--- src/rtl/core/fbdr_pkg.sv ---
// ----------------------------------------------------------------------------
// fbdr_pkg
// shared types, constants and helpers of the dirty-region framebuffer
// ----------------------------------------------------------------------------
`default_nettype none

package fbdr_pkg;

  localparam int FRAME_COLS  = 120;
  localparam int FRAME_ROWS  = 160;
  localparam int ROW_BYTES   = (FRAME_COLS + 7) / 8;
  localparam int FRAME_BYTES = ROW_BYTES * FRAME_ROWS;

  localparam int ROW_W  = (FRAME_ROWS > 1) ? $clog2(FRAME_ROWS) : 1;
  localparam int BCOL_W = (ROW_BYTES > 1) ? $clog2(ROW_BYTES) : 1;
  localparam int COL_W  = BCOL_W + 3;
  localparam int ADDR_W = (FRAME_BYTES > 1) ? $clog2(FRAME_BYTES) : 1;

  localparam int FIFO_DEPTH = 2;
  localparam int FIFO_PTR_W = $clog2(FIFO_DEPTH);
  localparam int FIFO_CNT_W = $clog2(FIFO_DEPTH + 1);

  localparam logic [7:0] BYTE_ONES = 8'hFF;
  localparam logic [7:0] BYTE_ZERO = 8'h00;
  localparam logic [7:0] BIT_LEFT  = 8'h80;
  // valid bits of the last byte of a row
  localparam logic [7:0] ROW_TAIL_MASK = 8'(8'hFF << (7 - ((FRAME_COLS - 1) % 8)));

  typedef enum logic [2:0] {
    ACT_SET     = 3'd0,
    ACT_CLR     = 3'd1,
    ACT_READ    = 3'd2,
    ACT_RECT    = 3'd3,
    ACT_CLR_ALL = 3'd4,
    ACT_FILL    = 3'd5,
    ACT_PRESENT = 3'd6
  } action_e;

  typedef enum logic [1:0] {
    OUT_PLAIN  = 2'd0,
    OUT_FULL   = 2'd1,
    OUT_REGION = 2'd2,
    OUT_SAME   = 2'd3
  } outcome_e;

  typedef enum logic [2:0] {
    OP_NOP     = 3'd0,
    OP_SET     = 3'd1,
    OP_CLR     = 3'd2,
    OP_READ    = 3'd3,
    OP_RECT    = 3'd4,
    OP_FILL0   = 3'd5,
    OP_FILL1   = 3'd6,
    OP_PRESENT = 3'd7
  } op_e;

  // decoded command: a walk over rows r0..r1 and bytes b0..b1 of each row
  typedef struct packed {
    op_e               op;
    logic [ROW_W-1:0]  r0;
    logic [ROW_W-1:0]  r1;
    logic [BCOL_W-1:0] b0;
    logic [BCOL_W-1:0] b1;
    logic [7:0]        lmask;
    logic [7:0]        rmask;
    logic [ADDR_W-1:0] base;
  } cmd_t;

  function automatic cmd_t full_cmd(op_e op);
    cmd_t c;
    c.op    = op;
    c.r0    = '0;
    c.r1    = ROW_W'(FRAME_ROWS - 1);
    c.b0    = '0;
    c.b1    = BCOL_W'(ROW_BYTES - 1);
    c.lmask = BYTE_ONES;
    c.rmask = ROW_TAIL_MASK;
    c.base  = '0;
    return c;
  endfunction

endpackage

`default_nettype wire

--- src/rtl/core/fbdr_cmd_fifo.sv ---
// ----------------------------------------------------------------------------
// fbdr_cmd_fifo
// short queue of decoded commands between front and back
// ----------------------------------------------------------------------------
`default_nettype none

module fbdr_cmd_fifo (
  input  wire logic           clk_i,
  input  wire logic           rst_ni,
  input  wire logic           push_i,
  input  wire fbdr_pkg::cmd_t cmd_i,
  input  wire logic           pop_i,
  output fbdr_pkg::cmd_t      cmd_o,
  output logic                empty_o,
  output logic                full_o
);

  fbdr_pkg::cmd_t                    slot_q [fbdr_pkg::FIFO_DEPTH];
  logic [fbdr_pkg::FIFO_PTR_W-1:0]   wr_q, rd_q;
  logic [fbdr_pkg::FIFO_CNT_W-1:0]   cnt_q;

  assign empty_o = (cnt_q == '0);
  assign full_o  = (cnt_q == fbdr_pkg::FIFO_CNT_W'(fbdr_pkg::FIFO_DEPTH));
  assign cmd_o   = slot_q[rd_q];

  always_ff @(posedge clk_i) begin
    if (push_i) begin
      slot_q[wr_q] <= cmd_i;
    end
  end

  always_ff @(posedge clk_i or negedge rst_ni) begin
    if (!rst_ni) begin
      wr_q  <= '0;
      rd_q  <= '0;
      cnt_q <= '0;
    end else begin
      if (push_i) begin
        wr_q <= (wr_q == fbdr_pkg::FIFO_PTR_W'(fbdr_pkg::FIFO_DEPTH - 1)) ? '0 : wr_q + 1'b1;
      end
      if (pop_i) begin
        rd_q <= (rd_q == fbdr_pkg::FIFO_PTR_W'(fbdr_pkg::FIFO_DEPTH - 1)) ? '0 : rd_q + 1'b1;
      end
      if (push_i && !pop_i) begin
        cnt_q <= cnt_q + 1'b1;
      end else if (pop_i && !push_i) begin
        cnt_q <= cnt_q - 1'b1;
      end
    end
  end

endmodule

`default_nettype wire

--- config.mk ---
export PLATFORM = sky130hd
export DESIGN_NAME = fbdr_cmd_fifo
export DESIGN_NICKNAME = d
export VERILOG_FILES = /design/src/rtl/core/fbdr_pkg.sv /design/src/rtl/core/fbdr_cmd_fifo.sv
export SDC_FILE = /design/constraint.sdc
export NUM_CORES = 1
export LEC_CHECK = 0
export ABC_AREA = 1
export BUFFER_PORTS_ARGS = -buffer_cell sky130_fd_sc_hd__buf_2
export CORE_UTILIZATION = 52
export DETAILED_ROUTE_END_ITERATION = 8
export MAX_ROUTING_LAYER = met4
export PLACE_DENSITY = 0.79
export SLEW_MARGIN = 20
export SYNTH_ARGS = -nofsm -noshare
export SYNTH_HDL_FRONTEND = slang
export SYNTH_SLANG_ARGS = --single-unit
export TNS_END_PERCENT = 100
--- constraint.sdc ---
create_clock -name clk_i -period 3.88 [get_ports clk_i]
set_clock_uncertainty 0.05 [all_clocks]
set_input_delay 0.388 -clock clk_i [delete_from_list [all_inputs] [get_ports clk_i]]
set_output_delay 0.388 -clock clk_i [all_outputs]
set_load 0.005 [all_outputs]
Word level (Yosys, flattened, before mapping) --
Memory sizes are Yosys's and may differ from the RTL's. Cells that the tools add are included.
Cells by class: $add $sub $neg 4, equality and inequality tests 1, muxes and demuxes 6, reductions and logical operators 6
Operators by type and width (number):
- $mux W1 | 4
- $mux W2 | 2
- $add A1 B1 Y1 const B | 2
- $add A2 B1 Y2 const B | 1
- $eq A2 B2 Y1 const B | 1
- $logic_and A1 B1 Y1 | 2
- $logic_not A1 Y1 | 2
- $logic_not A2 Y1 | 1
- $reduce_bool A2 Y1 | 1
- $sub A2 B1 Y2 const B | 1
Storage, ports and cells: flip-flop bits (word level) 4, memory bits (writable) 110, input port bits 59, output and inout bits 57, logic and storage cells 21, memories kept 1
Memory list:
- slot_q | depth 2, width 55, read ports 1, clocked after Yosys merged registers in 0, wr ports 1, RTL line fbdr_cmd_fifo.sv:18 | fbdr_pkg::cmd_t slot_q [fbdr_pkg::FIFO_DEPTH];

Longest topological paths before layout --
depth after elaboration 4, gate-level depth with buffers 7

Worst setup path after synthesis --
OpenSTA, ideal clock, no wires.
path type input-to-reg, start point input port push_i, end point memory slot_q[0][0] in the netlist's numbering, enable pin, arrival time 2737 ps, slack 624 ps, stages 2, buffers on the path 0, cells stage by stage inv_1 -> nor2_1
Between the ends: word-level cells in the longest chain between the ends 2
Ends and longest elaborated chain:
- from (decl) | RTL line fbdr_cmd_fifo.sv:10 | input wire logic push_i,
- $mux W1 | RTL line fbdr_cmd_fifo.sv:27 | if (push_i) begin
- $mux W1 (implied by the code) | RTL line fbdr_cmd_fifo.sv:28 | slot_q[wr_q] <= cmd_i;
- to (decl) | RTL line fbdr_cmd_fifo.sv:18
Every way passes these cells.

==> impl_metrics.tcl <==
set metrics [dict create \
    crit_fanout 56 \
    die-area_um2 8716 \
    syn_nets 256 \
    grt_pass1_vias 2249 \
    dpl.hpwl_mm 4.644 \
    avgSynthCellArea_um2 22.14 \
    path_buf_inv 1 \
    dp.cells 409 \
    end_kind "output pin" \
    worst_slack_ns 1.281 \
    irDropWorstVdd_mv 0.5163 \
    hold_depth 1 \
    cts_sinks 114 \
    post_drt_wl_per_cell_um 16.81 \
    placementRows 32 \
    hold_buffers 2 \
    antenna_found_initial 0 \
    groute.usage.overall_pct 19.02 \
    vias 2185 \
    initial_core_util_pct 55.03 \
    multi_input_area_um2 857.1 \
    postLayoutCoreUtil_pct 71.43 \
    cp_data_arrival_time_ns 2.16 \
    nFillCells 521 \
    drt-initial-drc-count 83 \
    drive_gt1_share_pct 59.82 \
    diodes 0 \
    path_clk_slew_ns 0.06 \
    setup_viol 0 \
    post_synth_instance_area_um2 4340 \
    area_growth_pct 29.81 \
    crit_required_ns 3.44 \
    fmax_mhz 384.8 \
    ctsHtreeMaxLevel 4 \
    synthCells 196 \
    hold_path.class "in2reg" \
    post-route-period-util_pct 66.97 \
    rr_worst_depth 2 \
    tns_ns 0 \
    status "completed" \
    cts.path.max_buffers 2 \
    first_pass_iters 4 \
    yosysUniqueCellTypes 14 \
    grt_pass1_wl_mm 11.41 \
    ys_ff_latch 114 \
    via_per_inst 4.932 \
    core_um2 7888 \
    critPathKind "reg2out" \
    grt-ovfl-total 0 \
    path_delay_family "flip-flops" \
    cts_resized 0 \
    cts_buffers 17 \
    rsz0062_at_grt "no" \
    slew_viol_final 0 \
    cp_slowest_stage_delay_ns 1.04 \
    post-cts-setup-buffers 0 \
    cap_violations 0 \
    cp_num_cells 2 \
    portBuffers 115 \
    ant_nets 0 \
    die_w_um 93.36 \
    hold_viol 0 \
    pre_cts_ws_ns 1.820 \
    stdcell_count 443 \
    max_slew.worst_pin.slew_ns 0.9784 \
    place_congestion 0.6687 \
    grt_max_degree 57 \
    cts_root_buf "clkbuf_8" \
    clkLatencyLatePin_ns 0.50 \
    fin_nets 388 \
    cp-start-kind "flop" \
    ios 116 \
    p_per_area_nw_per_um2 772.6 \
    die_h_um 93.36 \
    cp_slowest_cell "dfrtp_4" \
    crit_chain "mux2_2 > buf_2" \
    synth_warnings 0 \
    ys_seq_area_share_pct 78.41 \
    remaining_drc_errors 0 \
    cts_tree "built" \
    regArea_um2 3407 \
    totalWireLength_mm 7.447 \
    power_leakage_nw 2.294 \
    slew_headroom_pct 34.77 \
    min_period_ns 2.599 \
]
-- through the flow --
step / total power, mW / hold slack [ns] / area, µm²
6_report: 4.353 / 0.02672 / 5634
5_1_grt: 4.544 / 0.002349 / 5634
4_1_cts: 4.400 / 0.003115 / 5634
3_5_place_dp: 2.825 / 0.1563 / 5009
3_3_place_gp: 2.796 / 0.1484 / 5009
2_1_floorplan: 2.477 / 0.04241 / 4340
-- layout make-up --
cell class	count	area share (%)
Sequential cell	114	60.47
Multi-Input combinational cell	69	15.21
Timing Repair Buffer	119	10.84
Clock buffer	18	7.417
Clock inverter	14	3.331
Tap cell	102	2.265
Inverter	7	0.4664
-- power breakdown --
part | total (mW) | leakage (nW) | switching, mW | internal, mW
Combinational | 0.931 | 0.937 | 0.343 | 0.588
Clock | 1.56 | 0.279 | 0.522 | 1.04
Sequential | 1.86 | 1.08 | 0.222 | 1.64
Total | 4.35 | 2.29 | 1.09 | 3.27
-- Yosys cell counts --
library cell    n  share of area (%)
nand2_1         5               0.43
edfxtp_1      110                 76
nand3_1         1               0.12
nand4_1         1               0.14
xor2_1          2               0.40
dfrtp_1         4                2.3
inv_1           7               0.61
nor2_1          3               0.26
mux2_4         40                 14
xnor2_1         1               0.20
buf_2           1               0.12
buf_6           5                1.3
ha_1            1               0.29
mux2_2         15                3.9
-- cell usage in the layout (no fill, tap or decap), drive strengths merged --
cell type,Yosys,routed
nand4,1,1
inv,7,8
dfrtp,4,4
nor2,3,3
xor2,2,2
clkbuf,0,18
clkinv,0,4
dlygate4sd3,0,2
mux2,55,55
edfxtp,110,110
ha,1,1
buf,6,117
xnor2,1,1
clkinvlp,0,5
nand3,1,1
bufinv,0,4
nand2,5,5
-- final timing paths --
| kind | from | endpoint | slack, ns |
|---|---|---|---|
| min in group asynchronous | rst_ni | wr_q | 0.18 |
| max in group asynchronous | rst_ni | rd_q | 3.46 |
| setup reg to reg | wr_q | slot_q[0][37] | 1.95 |
| hold / removal | cmd_i[8] | slot_q[1][8] | 0.03 |
| hold reg to reg | cnt_q[1] | cnt_q[1] | 0.46 |
| setup / recovery | rd_q | cmd_o[33] | 1.28 |
-- cell families after synthesis --
group	after synthesis	share of synthesized area, %
flip-flops	114	78.41
multiplexers	55	17.73
buffers and inverters	13	2.018
AND/OR/NAND/NOR	10	0.9513
XOR/XNOR	3	0.6055
adder cells (fa/ha/maj)	1	0.2882
-- state kept, by name (all words and copies together), names as in the netlist --
| name | flops |
|---|---|
| cnt_q | 2 |
| rd_q | 1 |
| slot_q | 110 |
| wr_q | 1 |
-- per-layer routing --
layer / GRT usage [%] / vias up / part of all wire, %
met4: 9.231 / 0 / 1.5
met1: 22.30 / 1053 / 41
li1: - / 1030 / -
met3: 5.691 / 11 / 6.2
met2: 30.21 / 91 / 51
met5: - / - / 0
Power figures use the tool's default switching activity.
