## src/rtl/core/fbdr_pkg.sv

```systemverilog
// ----------------------------------------------------------------------------
// fbdr_pkg
// shared types, constants and helpers of the dirty-region framebuffer
// ----------------------------------------------------------------------------
`default_nettype none

package fbdr_pkg;

  localparam int FRAME_COLS  = 120;
  localparam int FRAME_ROWS  = 160;
  localparam int ROW_BYTES   = (FRAME_COLS + 7) / 8;
  localparam int FRAME_BYTES = ROW_BYTES * FRAME_ROWS;

  localparam int ROW_W  = (FRAME_ROWS > 1) ? $clog2(FRAME_ROWS) : 1;
  localparam int BCOL_W = (ROW_BYTES > 1) ? $clog2(ROW_BYTES) : 1;
  localparam int COL_W  = BCOL_W + 3;
  localparam int ADDR_W = (FRAME_BYTES > 1) ? $clog2(FRAME_BYTES) : 1;

  localparam int FIFO_DEPTH = 2;
  localparam int FIFO_PTR_W = $clog2(FIFO_DEPTH);
  localparam int FIFO_CNT_W = $clog2(FIFO_DEPTH + 1);

  localparam logic [7:0] BYTE_ONES = 8'hFF;
  localparam logic [7:0] BYTE_ZERO = 8'h00;
  localparam logic [7:0] BIT_LEFT  = 8'h80;
  // valid bits of the last byte of a row
  localparam logic [7:0] ROW_TAIL_MASK = 8'(8'hFF << (7 - ((FRAME_COLS - 1) % 8)));

  typedef enum logic [2:0] {
    ACT_SET     = 3'd0,
    ACT_CLR     = 3'd1,
    ACT_READ    = 3'd2,
    ACT_RECT    = 3'd3,
    ACT_CLR_ALL = 3'd4,
    ACT_FILL    = 3'd5,
    ACT_PRESENT = 3'd6
  } action_e;

  typedef enum logic [1:0] {
    OUT_PLAIN  = 2'd0,
    OUT_FULL   = 2'd1,
    OUT_REGION = 2'd2,
    OUT_SAME   = 2'd3
  } outcome_e;

  typedef enum logic [2:0] {
    OP_NOP     = 3'd0,
    OP_SET     = 3'd1,
    OP_CLR     = 3'd2,
    OP_READ    = 3'd3,
    OP_RECT    = 3'd4,
    OP_FILL0   = 3'd5,
    OP_FILL1   = 3'd6,
    OP_PRESENT = 3'd7
  } op_e;

  // decoded command: a walk over rows r0..r1 and bytes b0..b1 of each row
  typedef struct packed {
    op_e               op;
    logic [ROW_W-1:0]  r0;
    logic [ROW_W-1:0]  r1;
    logic [BCOL_W-1:0] b0;
    logic [BCOL_W-1:0] b1;
    logic [7:0]        lmask;
    logic [7:0]        rmask;
    logic [ADDR_W-1:0] base;
  } cmd_t;

  function automatic cmd_t full_cmd(op_e op);
    cmd_t c;
    c.op    = op;
    c.r0    = '0;
    c.r1    = ROW_W'(FRAME_ROWS - 1);
    c.b0    = '0;
    c.b1    = BCOL_W'(ROW_BYTES - 1);
    c.lmask = BYTE_ONES;
    c.rmask = ROW_TAIL_MASK;
    c.base  = '0;
    return c;
  endfunction

endpackage

`default_nettype wire

```

## src/rtl/core/fbdr_front.sv

```systemverilog
// ----------------------------------------------------------------------------
// fbdr_front
// decodes a command, checks bounds and clamps rectangles into a byte walk
// ----------------------------------------------------------------------------
`default_nettype none

module fbdr_front (
  input  wire logic [2:0]         action_i,
  input  wire logic signed [15:0] col_or_left_i,
  input  wire logic signed [15:0] row_or_top_i,
  input  wire logic signed [15:0] right_col_i,
  input  wire logic signed [15:0] bottom_row_i,
  output fbdr_pkg::cmd_t          cmd_o
);

  localparam logic signed [16:0] COL_MAX = 17'(fbdr_pkg::FRAME_COLS - 1);
  localparam logic signed [16:0] ROW_MAX = 17'(fbdr_pkg::FRAME_ROWS - 1);
  localparam logic signed [16:0] ZERO_S  = 17'sd0;

  logic signed [16:0] a_s, b_s, c_s, d_s;
  logic signed [16:0] cx0, cx1, cy0, cy1;
  logic               on_frame, rect_empty;
  logic [fbdr_pkg::COL_W-1:0] px_col, lx, rx;
  logic [fbdr_pkg::ROW_W-1:0] px_row, ty, by;
  logic [7:0]         px_mask;
  fbdr_pkg::cmd_t     pix_cmd, rect_cmd;

  always_comb begin
    a_s = {col_or_left_i[15], col_or_left_i};
    b_s = {row_or_top_i[15], row_or_top_i};
    c_s = {right_col_i[15], right_col_i};
    d_s = {bottom_row_i[15], bottom_row_i};

    on_frame = (a_s >= ZERO_S) && (a_s <= COL_MAX) && (b_s >= ZERO_S) && (b_s <= ROW_MAX);
    px_col   = a_s[fbdr_pkg::COL_W-1:0];
    px_row   = b_s[fbdr_pkg::ROW_W-1:0];
    px_mask  = fbdr_pkg::BIT_LEFT >> px_col[2:0];

    pix_cmd.op    = fbdr_pkg::OP_NOP;
    pix_cmd.r0    = px_row;
    pix_cmd.r1    = px_row;
    pix_cmd.b0    = px_col[fbdr_pkg::COL_W-1:3];
    pix_cmd.b1    = px_col[fbdr_pkg::COL_W-1:3];
    pix_cmd.lmask = px_mask;
    pix_cmd.rmask = px_mask;
    pix_cmd.base  = fbdr_pkg::ADDR_W'(px_row * fbdr_pkg::ROW_BYTES);

    // clamp to the frame, inverted ranges checked before clamping
    cx0 = (a_s < ZERO_S) ? ZERO_S : a_s;
    cy0 = (b_s < ZERO_S) ? ZERO_S : b_s;
    cx1 = (c_s > COL_MAX) ? COL_MAX : c_s;
    cy1 = (d_s > ROW_MAX) ? ROW_MAX : d_s;
    rect_empty = (a_s > c_s) || (b_s > d_s) || (cx0 > cx1) || (cy0 > cy1);
    lx = cx0[fbdr_pkg::COL_W-1:0];
    rx = cx1[fbdr_pkg::COL_W-1:0];
    ty = cy0[fbdr_pkg::ROW_W-1:0];
    by = cy1[fbdr_pkg::ROW_W-1:0];

    rect_cmd.op    = rect_empty ? fbdr_pkg::OP_NOP : fbdr_pkg::OP_RECT;
    rect_cmd.r0    = ty;
    rect_cmd.r1    = by;
    rect_cmd.b0    = lx[fbdr_pkg::COL_W-1:3];
    rect_cmd.b1    = rx[fbdr_pkg::COL_W-1:3];
    rect_cmd.lmask = fbdr_pkg::BYTE_ONES >> lx[2:0];
    rect_cmd.rmask = fbdr_pkg::BYTE_ONES << (3'd7 - rx[2:0]);
    rect_cmd.base  = fbdr_pkg::ADDR_W'(ty * fbdr_pkg::ROW_BYTES);

    cmd_o = pix_cmd;
    unique case (action_i)
      fbdr_pkg::ACT_SET:     cmd_o.op = on_frame ? fbdr_pkg::OP_SET : fbdr_pkg::OP_NOP;
      fbdr_pkg::ACT_CLR:     cmd_o.op = on_frame ? fbdr_pkg::OP_CLR : fbdr_pkg::OP_NOP;
      fbdr_pkg::ACT_READ:    cmd_o.op = on_frame ? fbdr_pkg::OP_READ : fbdr_pkg::OP_NOP;
      fbdr_pkg::ACT_RECT:    cmd_o = rect_cmd;
      fbdr_pkg::ACT_CLR_ALL: cmd_o = fbdr_pkg::full_cmd(fbdr_pkg::OP_FILL0);
      fbdr_pkg::ACT_FILL:    cmd_o = fbdr_pkg::full_cmd(fbdr_pkg::OP_FILL1);
      fbdr_pkg::ACT_PRESENT: cmd_o = fbdr_pkg::full_cmd(fbdr_pkg::OP_PRESENT);
      default:               cmd_o.op = fbdr_pkg::OP_NOP;
    endcase
  end

endmodule

`default_nettype wire

```

## config.mk

```make
export PLATFORM = sky130hd
export DESIGN_NAME = fbdr_front
export DESIGN_NICKNAME = d
export VERILOG_FILES = /design/src/rtl/core/fbdr_pkg.sv /design/src/rtl/core/fbdr_front.sv
export SDC_FILE = /design/constraint.sdc
export NUM_CORES = 1
export LEC_CHECK = 0
export ABC_AREA = 1
export BUFFER_PORTS_ARGS = -buffer_cell sky130_fd_sc_hd__buf_2
export CAP_MARGIN = 15
export CELL_PAD_IN_SITES_DETAIL_PLACEMENT = 0
export CELL_PAD_IN_SITES_GLOBAL_PLACEMENT = 1
export CORE_MARGIN = 4
export CORE_UTILIZATION = 34
export DETAILED_ROUTE_END_ITERATION = 16
export PLACE_DENSITY = 0.83
export REMOVE_ABC_BUFFERS = 1
export SETUP_SLACK_MARGIN = 0.1
export SLEW_MARGIN = 20
export SYNTH_ARGS = -nofsm -noshare
export SYNTH_HDL_FRONTEND = slang
export SYNTH_SLANG_ARGS = --single-unit
```

## constraint.sdc

```tcl
create_clock -name vclk -period 3.21
set_input_delay 0.1605 -clock vclk [all_inputs]
set_output_delay 0.1605 -clock vclk [all_outputs]
set_load 0.1 [all_outputs]
```

Word-level counts from Yosys, hierarchy flattened
Cells that the tools add are included.
{ "op_classes": {"add_sub_neg": 1, "multipliers": 2, "order_cmp": 12, "n_eq_ne": 6, "shifts": 3, "n_mux": 10, "n_reduce_logical": 8} }
{ "ops": {"columns": ["cell", "count"], "rows": [
  ["$pmux W52 S2", 1],
  ["$mux W17", 4],
  ["$gt A17 B17 Y1", 2],
  ["$ge A16 B1 Y1 const B", 2],
  ["$gt A16 B16 Y1", 2],
  ["$lt A16 B1 Y1 const B", 2],
  ["$mul A8 B4 Y12 const B", 2],
  ["$pmux W3 S7", 1],
  ["$gt A16 B8 Y1 const B", 1],
  ["$gt A16 B9 Y1 const B", 1],
  ["$le A16 B8 Y1 const B", 1],
  ["$le A16 B9 Y1 const B", 1],
  ["$shr A8 B3 Y8 const A", 2],
  ["$eq A3 B3 Y1 const B", 3],
  ["$shl A8 B3 Y8 const A", 1],
  ["$eq A3 B2 Y1 const B", 2],
  ["$mux W2", 2],
  ["$eq A3 B1 Y1 const B", 1],
  ["$logic_and A1 B1 Y1", 3],
  ["$logic_not A3 Y1", 1],
  ["$logic_or A1 B1 Y1", 3],
  ["$mux W3", 1],
  ["$reduce_or A3 Y1", 1],
  ["$sub A3 B3 Y3 const A", 1],
  ["$mux W1", 1]
]} }
{ "word_totals": {"reg_bits": 0, "inputBits": 67, "output_inout_bits": 55} }

Logic depth before layout (Yosys ltp)
Gate-level depths: netlist (run 1).
{ "depth": {"ltp_word": 7, "mapped_depth": 23} }

Worst setup path after synthesis (run 1)
OpenSTA, ideal clock, no wires.
{ "synth_path": {"kind": "input -> output", "start": "input row_or_top_i[15]", "end": "output cmd_o[8] (netlist name)", "arrival_ps": 4885, "setup_slack_ps": -1836, "path_stages": 13, "path_cell_list": "buf_2 -> buf_1 -> nor2_1 -> fa_1 -> fa_1 -> ha_1 -> a21oi_1 -> nand2_1 -> nand2_1 -> nand2_1 -> a21oi_1 -> nor2_1 -> o21ai_0"} }
{ "synth_lines": {"columns": ["element", "line", "source"], "rows": [
  ["from (decl)", "fbdr_front.sv:10", "input wire logic signed [15:0] row_or_top_i,"],
  ["to (decl)", "fbdr_front.sv:13", "output fbdr_pkg::cmd_t cmd_o"]
]} }

==> impl_metrics.yaml, run 1 <==
logic_synthesis:
  yosysWarnings: 0
  netlist_area_um2: 4190
  seq_area_frac_synth_pct: 0
  synthTopCellsByArea: "ha_1, fa_1, nand2_1"
  yosysMostFrequentCell: "nand2_1"
  synth_cell_types: 46
  netlist_instances: 661
  netlist_top_cells_count: "nand2_1, inv_1, ha_1"
  synth_top_cell_area_share_pct: 28.7
  yosysTopAreaCell: "ha_1"
  syn_area_per_cell_um2: 6.34
power:
  power.density_nw_per_um2: 350
  power.internal_uw: 737
  switching_share_pct: 64.7
  pwr-share-seq_pct: 0
  leakage_uw: 0.00329
  clockPowerShare_pct: 0
  peakVddDrop_uv: 272
  switchingPower_uw: 1350
  p_comb_share_pct: 100.0
worst_hold_path:
  hold_class: "primary input to primary output"
  hold_end: "cmd_o[52]"
  hp-start: "action_i[0]"
  holdPathStages: 3
routing:
  drt_iter0_drc: 162
  finalWirelength_um: 14100
  vias: 4818
  drc: 0
  first_pass_iters: 5
  final_antenna_net_count: 0
  detail_route.wl_per_cell_um: 14.0
  via_per_inst: 4.80
floorplan:
  io_pins: 122
  die_x_um: 119
  die-area_um2: 14200
  die_y_um: 119
  initial_core_util_pct: 34.8
  rows: 40
  core_area_um2: 12100
placed_design:
  hpwlAfterDp_um: 11500
  port_buffers: 122
  place_ws_ns: -0.180
  routabilityCongestion: 0.867
setup_path:
  crit_top_cell: "nand2_1"
  path_buf_inv: 5
  worstSetupStartpointType: "primary input"
  crit_path_top_delay_cell: "fa_1"
  crit_path_end_kind: "primary output"
  cpPeakStageDelay_ns: 0.53
  critical_path.top_delay_family: "adder cells"
  worstPathMaxFanout: 3
  worstSetupStartpoint: "row_or_top_i[1]"
  required_ns: 3.05
  crit_type: "primary input to primary output"
  path_cells: "buf_2 > inv_1 > nor2_4 > fa_1 > inv_1 > fa_1 > fa_2 > inv_2 > nand3_2 > nand2_1 > nand2_1 > nand2_1 > a21oi_2 > nor2_2 > o21ai_2 > nand3_1 > nand2_1 > o21ai_2 > buf_12"
  cp.arrival_ns: 3.06
global_routing:
  grt_pass1_wl_um: 22800
  grt_use_met2_pct: 33.3
  busiest_layer: "met2"
  grt_pass1_vias: 4818
  met1_usage_pct: 25.8
  antenna_found_initial: 0
  overflow: 0
  grtUsageTotal_pct: 18.7
  grt_max_degree: 21
  met3_usage_pct: 1.71
final_layout:
  num-fill-cells: 1233
  layout.nets: 1026
  n_antenna_cell: 0
  syn2layout_area_growth_pct: 42.6
  drive_gt1_share_pct: 31.3
  regArea_um2: 0
  seq_cell_count: 0
  nClkBuffers: 0
sta:
  hold_viol: 0
  fmax_mhz: 310
  fin_ws_ns: -0.0117
  slew_viol_final: 0
  worst_pin_slew_ns: 0.520
  fin_crit_sh_pct: 100
  rsz0062_at_grt: "yes"
  finalSetupViolCount: 1
  finalCriticalPeriod_ns: 3.22
  max_slew_margin_pct: 65.0
  whs_ns: 0.740
run:
  cap_violations: 0
status:
  violations: "setup timing"
  status: "complete, but fails checks"
clock_tree:
  ctsHoldBuffers: 0
-- power groups by stage --
stage	sequential, uW	clock [uW]	combinational (uW)
floorplan	0	0	1280
global placement	0	0	1850
detailed placement	0	0	1860
CTS	0	0	1970
global route	0	0	2250
finish	0	0	2090
-- final cells by class --
| cell class | instances | area, um^2 | share of cell area (%) |
|---|---|---|---|
| multi-input cells | 521 | 3940 | 65.9 |
| inverters | 128 | 492 | 8.23 |
| well taps | 168 | 210 | 3.52 |
| repair buffers | 186 | 1340 | 22.4 |
-- cell families (layout without fill, tap and decap cells) --
| logic type | after synthesis | after routing | synth area share [%] |
|---|---|---|---|
| XOR/XNOR | 3 | 3 | 0.627 |
| buffers and inverters | 140 | 314 | 13.2 |
| adder cells (fa/ha/maj) | 122 | 122 | 41.1 |
| AO/OA/AOI/OAI | 109 | 109 | 15.5 |
| AND/OR/NAND/NOR | 287 | 287 | 29.6 |
-- cell usage in the layout, fill, tap and decap left out, types with 19 or more instances in the layout --
cell | synthesis | routed
ha_1 | 96 | 87
buf_4 | 4 | 55
fa_1 | 26 | 23
o21ai_0 | 26 | 23
nor2_1 | 78 | 66
nor3_1 | 21 | 19
a21oi_1 | 39 | 34
buf_2 | 3 | 107
nand3_1 | 27 | 25
inv_1 | 123 | 114
nand2_1 | 131 | 127
-- repair_timing --
item,in CTS,in global routing
gates cloned,0,0
gates resized for setup,49,42
hold endpoints to repair,0,0
setup buffers,10,11
setup endpoints to repair,5,6
pin swaps,25,34
-- worst max path at each step --
stage / endpoint / slack [ns] / depth (start not counted)
final: cmd_o[10] / -0.01 / 19
after global routing: cmd_o[10] / -0.16 / 19
after CTS: cmd_o[10] / -0.03 / 20
after detailed placement: cmd_o[9] / -0.18 / 14
after global placement: cmd_o[9] / -0.15 / 14
after floorplan: cmd_o[0] / -1.67 / 5
-- routing by layer --
layer  up-vias  routed length (um)
met5         -                   0
met4         0                  40
met3         6                 732
met2       132                6960
met1      2165                6320
li1       2515                   -
-- metrics by stage --
stage	power (uW)	cell area, um^2	util [%]	std cells	setup TNS [ns]
detailed placement	1860	5460	45.3	988	-0.502
global route	2250	5980	49.6	1003	-0.292
CTS	1970	5750	47.6	997	-0.0316
global placement	1850	5460	45.3	988	-0.331
floorplan	1280	4120	-	649	-10.30
finish	2090	5980	49.6	1003	-0.0117
Power figures use the tool's default switching activity.
==> run 2, diff against run 1 <==
--- a/config.mk
+++ b/config.mk
@@ -5,15 +5,14 @@
 export SDC_FILE = /design/constraint.sdc
 export NUM_CORES = 1
 export LEC_CHECK = 0
-export ABC_AREA = 1
-export BUFFER_PORTS_ARGS = -buffer_cell sky130_fd_sc_hd__buf_2
+export BUFFER_PORTS_ARGS = -buffer_cell sky130_fd_sc_hd__clkbuf_2
 export CAP_MARGIN = 15
 export CELL_PAD_IN_SITES_DETAIL_PLACEMENT = 0
 export CELL_PAD_IN_SITES_GLOBAL_PLACEMENT = 1
 export CORE_MARGIN = 4
-export CORE_UTILIZATION = 34
+export CORE_UTILIZATION = 36
 export DETAILED_ROUTE_END_ITERATION = 16
-export PLACE_DENSITY = 0.83
+export PLACE_DENSITY = 0.85
 export REMOVE_ABC_BUFFERS = 1
 export SETUP_SLACK_MARGIN = 0.1
 export SLEW_MARGIN = 20
==> run 2 against run 1 <==
Compared with the run above: the flow still finishes with violations (setup timing); non-clock buffer count increased by 12; die area decreased by 6.1%; critical endpoint is now cmd_o[9]; global-route usage increased by 2.9 points; critical path type unchanged; worst hold slack improved by 0.18 ns; largest power group unchanged; count of clock-buffer cells in the layout unchanged; synthesized area decreased by 1.0%.
==> impl_metrics.yaml, run 2 <==
status:
  status: "complete, but fails checks"
  violations: "setup timing"
final_layout:
  design_area_um2: 5920
  final_common_cell: "clkbuf_2"
  final_cell_mix: "clkbuf_2, ha_1, buf_4"
  n_antenna_cell: 0
  num-fill-cells: 1053
  regArea_um2: 0
  layout.nets: 935
  syn2layout_area_growth_pct: 42.7
  drive_gt1_share_pct: 32.9
  multi_input_area_um2: 4130
  nClkBuffers: 0
  seq_cell_count: 0
logic_synthesis:
  yosysWarnings: 0
  netlist_top_cells_count: "ha_1, inv_1, nand2_1"
  synth_top_cell_area_share_pct: 29.0
  seq_area_frac_synth_pct: 0
  synthTopCellsByArea: "ha_1, fa_1, inv_1"
  netlist_instances: 561
  netlist_area_um2: 4150
  yosysTopAreaCell: "ha_1"
  syn_area_per_cell_um2: 7.40
  yosysMostFrequentCell: "ha_1"
  synth_cell_types: 50
routing:
  finalWirelength_um: 15000
  final_antenna_net_count: 0
  detail_route.wl_per_cell_um: 17.0
  drc: 0
  via_per_inst: 5.60
  top_layer_used: "met4"
  first_pass_iters: 5
  wl_met3_um: 1110
  drt_iter0_drc: 420
  wl_met1_um: 6560
  vias: 4952
  wl_met2_um: 7050
placed_design:
  placed_cell_area_um2: 5500
  hpwlAfterDp_um: 12500
  routabilityCongestion: 0.950
  port_buffers: 122
sta:
  fin_tns_setup_ns: -1.17
  finalSetupViolCount: 5
  worst_pin_slew_ns: 0.616
  max_slew_margin_pct: 57.8
  fmax_mhz: 281
  rsz0062_at_grt: "yes"
  fin_crit_sh_pct: 111
  whs_ns: 0.920
  slew_viol_final: 0
  fin_ws_ns: -0.351
  hold_viol: 0
  finalCriticalPeriod_ns: 3.56
setup_path:
  cp.arrival_ns: 3.40
  crit_type: "primary input to primary output"
  required_ns: 3.05
  crit_path_end_kind: "primary output"
  worstSetupStartpoint: "row_or_top_i[15]"
  worstSetupStartpointType: "primary input"
  worstPathMaxFanout: 7
floorplan:
  initial_core_util_pct: 37.5
  die_x_um: 115
  core_area_um2: 11100
  io_pins: 122
  die-area_um2: 13300
  die_y_um: 115
  rows: 38
global_routing:
  grt_pass1_wl_um: 23600
  grt_pass1_vias: 4816
  antenna_found_initial: 0
  grt_max_degree: 14
  overflow: 0
  grtUsageTotal_pct: 21.6
power:
  peakVddDrop_uv: 376
  leakage_uw: 0.00305
  power.density_nw_per_um2: 363
run:
  cap_violations: 0
clock_tree:
  ctsHoldBuffers: 0
worst_hold_path:
  hp-start: "action_i[0]"
  hold_class: "primary input to primary output"
==> run 2: cell types whose count changed in the layout (fill, tap and decap cells not counted), sizes merged, moves of 17 or more <==
cell,delta
inv,-71
and2,+17
nor2b,+30
nand2,-89
clkbuf,+111
nor2,-37
buf,-99
==> run 2: logic make-up (layout without fill, tap and decap cells) <==
family	after synthesis	after routing	synth area share, %
simple gates	208	208	25.7
compound gates	138	138	21.4
buf+inv	71	254	6.54
fa+ha+maj	122	122	41.5
mux	6	6	1.45
xor+xnor	16	16	3.38
==> run 2: path summary, 6_finish.rpt <==
check	to	slack [ns]	cells after the start
max	cmd_o[9]	-0.35	15
min	cmd_o[52]	0.92	3
==> run 2: cell type report <==
cell class	count	share of cell area, %
tap	140	2.96
multi-input combinational	490	69.7
inverter	56	3.63
timing repair buffer	198	23.7
==> run 2: critical path, stage by stage <==
cell,delay [ns]
clkbuf_16,0.13
nand2b_4,0.14
inv_4,0.04
fa_1,0.57
inv_1,0.06
fa_1,0.49
inv_1,0.05
ha_1,0.28
a21o_1,0.20
a2111oi_4,0.35
a21oi_2,0.12
xor2_1,0.19
mux2i_1,0.11
mux2i_1,0.25
clkbuf_16,0.26
==> run 2: timing repair <==
| action | CTS | global route |
|---|---|---|
| endpoints found under the setup margin | 9 | 10 |
| pin swaps | 26 | 27 |
| resized for setup | 41 | 34 |
| setup buffers | 9 | 6 |
==> run 2: through the flow <==
| stage | util, % | setup WS, ns | cells | total power, uW |
|---|---|---|---|---|
| 2_1_floorplan | - | -2.01 | 546 | 1320 |
| 3_5_place_dp | 49.6 | -0.662 | 871 | 1960 |
| 6_report | 53.4 | -0.351 | 884 | 2150 |
| 3_3_place_gp | 49.6 | -0.472 | 871 | 1930 |
| 4_1_cts | 51.7 | -0.389 | 880 | 2050 |
| 5_1_grt | 53.4 | -0.518 | 884 | 2300 |
==> run 2: power by group <==
part           leakage (uW)  internal, uW  switching, uW
combinational       0.00305           792           1360
sequential                0             0              0
clock                     0             0              0
total               0.00305           792           1360
==> run 2: per-layer routing <==
layer	track usage (%)	up-vias
met5	0	-
met4	3.68	0
met3	0.789	24
met2	37.6	214
met1	30.0	2339
li1	-	2375
==> run 3, diff against run 2 <==
--- a/config.mk
+++ b/config.mk
@@ -12,9 +12,11 @@
 export CORE_MARGIN = 4
 export CORE_UTILIZATION = 36
 export DETAILED_ROUTE_END_ITERATION = 16
+export GPL_TIMING_DRIVEN = 0
 export PLACE_DENSITY = 0.85
 export REMOVE_ABC_BUFFERS = 1
 export SETUP_SLACK_MARGIN = 0.1
+export SKIP_LAST_GASP = 1
 export SLEW_MARGIN = 20
 export SYNTH_ARGS = -nofsm -noshare
 export SYNTH_HDL_FRONTEND = slang
==> run 3 against run 2 <==
Compared with the run above: the run still ends with setup timing left; first-iteration DRC count rose by 10%; worst hold slack gained 0.011 ns; critical path depth unchanged; via count shrank 5.5%; count of clock-buffer cells in the layout unchanged; non-clock buffer count decreased by 49; worst setup slack got worse by 0.0091 ns; die area unchanged; wire length decreased by 7.1%; critical path type unchanged; critical endpoint is now cmd_o[11].
==> impl_metrics.yaml, run 3 (synthesis gave the netlist of run 2 again) <==
status:
  status: "complete, but fails checks"
  violations: "setup timing"
power:
  switching_share_pct: 67.8
  power.internal_uw: 612
  power.density_nw_per_um2: 348
  switchingPower_uw: 1290
  pwr-share-seq_pct: 0
  p_comb_share_pct: 100.0
  leakage_uw: 0.00279
  peakVddDrop_uv: 285
  clockPowerShare_pct: 0
sta:
  worst_pin_slew_ns: 1.01
  finalCriticalPeriod_ns: 3.57
  fmax_mhz: 280
  fin_crit_sh_pct: 111
  max_slew_margin_pct: 32.3
  rsz0062_at_grt: "yes"
  whs_ns: 0.931
  slew_viol_final: 0
  fin_ws_ns: -0.360
  finalSetupViolCount: 7
  hold_viol: 0
floorplan:
  rows: 38
  die-area_um2: 13300
  core_area_um2: 11100
  io_pins: 122
  initial_core_util_pct: 37.5
  die_x_um: 115
  die_y_um: 115
setup_path:
  crit_type: "primary input to primary output"
  required_ns: 3.05
  cp.arrival_ns: 3.41
  worstPathMaxFanout: 7
  crit_path_end_kind: "primary output"
  worstSetupStartpointType: "primary input"
worst_hold_path:
  hold_class: "primary input to primary output"
routing:
  finalWirelength_um: 14000
  via_per_inst: 5.60
  detail_route.wl_per_cell_um: 16.7
  vias: 4679
  drc: 0
  final_antenna_net_count: 0
  first_pass_iters: 5
  drt_iter0_drc: 462
placed_design:
  port_buffers: 122
  hpwlAfterDp_um: 11400
  routabilityCongestion: 0.965
final_layout:
  multi_input_area_um2: 4110
  regArea_um2: 0
  drive_gt1_share_pct: 27.6
  nClkBuffers: 0
  layout.nets: 886
  seq_cell_count: 0
  final_cell_mix: "clkbuf_2, ha_1, inv_1"
  num-fill-cells: 1045
  syn2layout_area_growth_pct: 31.6
  final_common_cell: "clkbuf_2"
  fin_util_pct: 49.3
  n_antenna_cell: 0
global_routing:
  antenna_found_initial: 0
  grtUsageTotal_pct: 20.0
  grt_pass1_wl_um: 22000
  overflow: 0
  grt_pass1_vias: 4526
  grt_max_degree: 25
clock_tree:
  ctsHoldBuffers: 0
run:
  cap_violations: 0
[run 3: final timing paths]
check	start	to	slack (ns)	depth (start not counted)
min	right_col_i[2]	cmd_o[12]	0.93	4
max	row_or_top_i[15]	cmd_o[11]	-0.36	15
[run 3: layout make-up]
class / count / share of cell area, %
tap: 140 / 3.21
multi-input combinational: 490 / 75.3
inverter: 56 / 3.99
timing repair buffer: 149 / 17.5
[run 3: repair_timing]
item / 4_1_cts / 5_1_grt
cloned: 0 / 0
gates resized for setup: 61 / 32
buffers inserted: 21 / 6
endpoints found under the setup margin: 10 / 10
pin swaps: 20 / 24
hold endpoints to repair: 0 / 0
[run 3: worst max-delay path, stage by stage]
cell and delay (ns):
clkbuf_16 0.13, nand2b_4 0.15, inv_4 0.04, fa_1 0.51, inv_1 0.06, fa_1 0.52
inv_1 0.05, ha_1 0.28, a21o_1 0.19, a2111oi_4 0.41, a21oi_2 0.13, a31oi_1 0.22
xor2_1 0.23, o21ai_1 0.09, clkbuf_8 0.23
[run 3: power by group through the flow]
stage	clock (uW)	sequential, uW	combinational, uW
floorplan	0	0	1320
global placement	0	0	1640
detailed placement	0	0	1670
CTS	0	0	1820
global route	0	0	2040
finish	0	0	1900
[run 3: metrics by stage]
step                total power (uW)  setup WS, ns  instances  instance area (um^2)  TNS [ns]
global route                    2040        -0.521        835                  5460     -2.23
floorplan                       1320         -2.01        546                  4090    -15.15
global placement                1640         -1.14        808                  4870     -7.12
CTS                             1820        -0.363        829                  5300     -1.47
finish                          1900        -0.360        835                  5460     -1.41
detailed placement              1670         -1.19        808                  4870     -7.40
[run 3: per-layer routing]
metal	GRT usage [%]	wire (um)	vias to the layer above
met5	0	0	-
met3	1.00	811	20
met1	28.3	6430	2223
met4	2.35	248	0
li1	-	-	2273
met2	34.6	6490	163
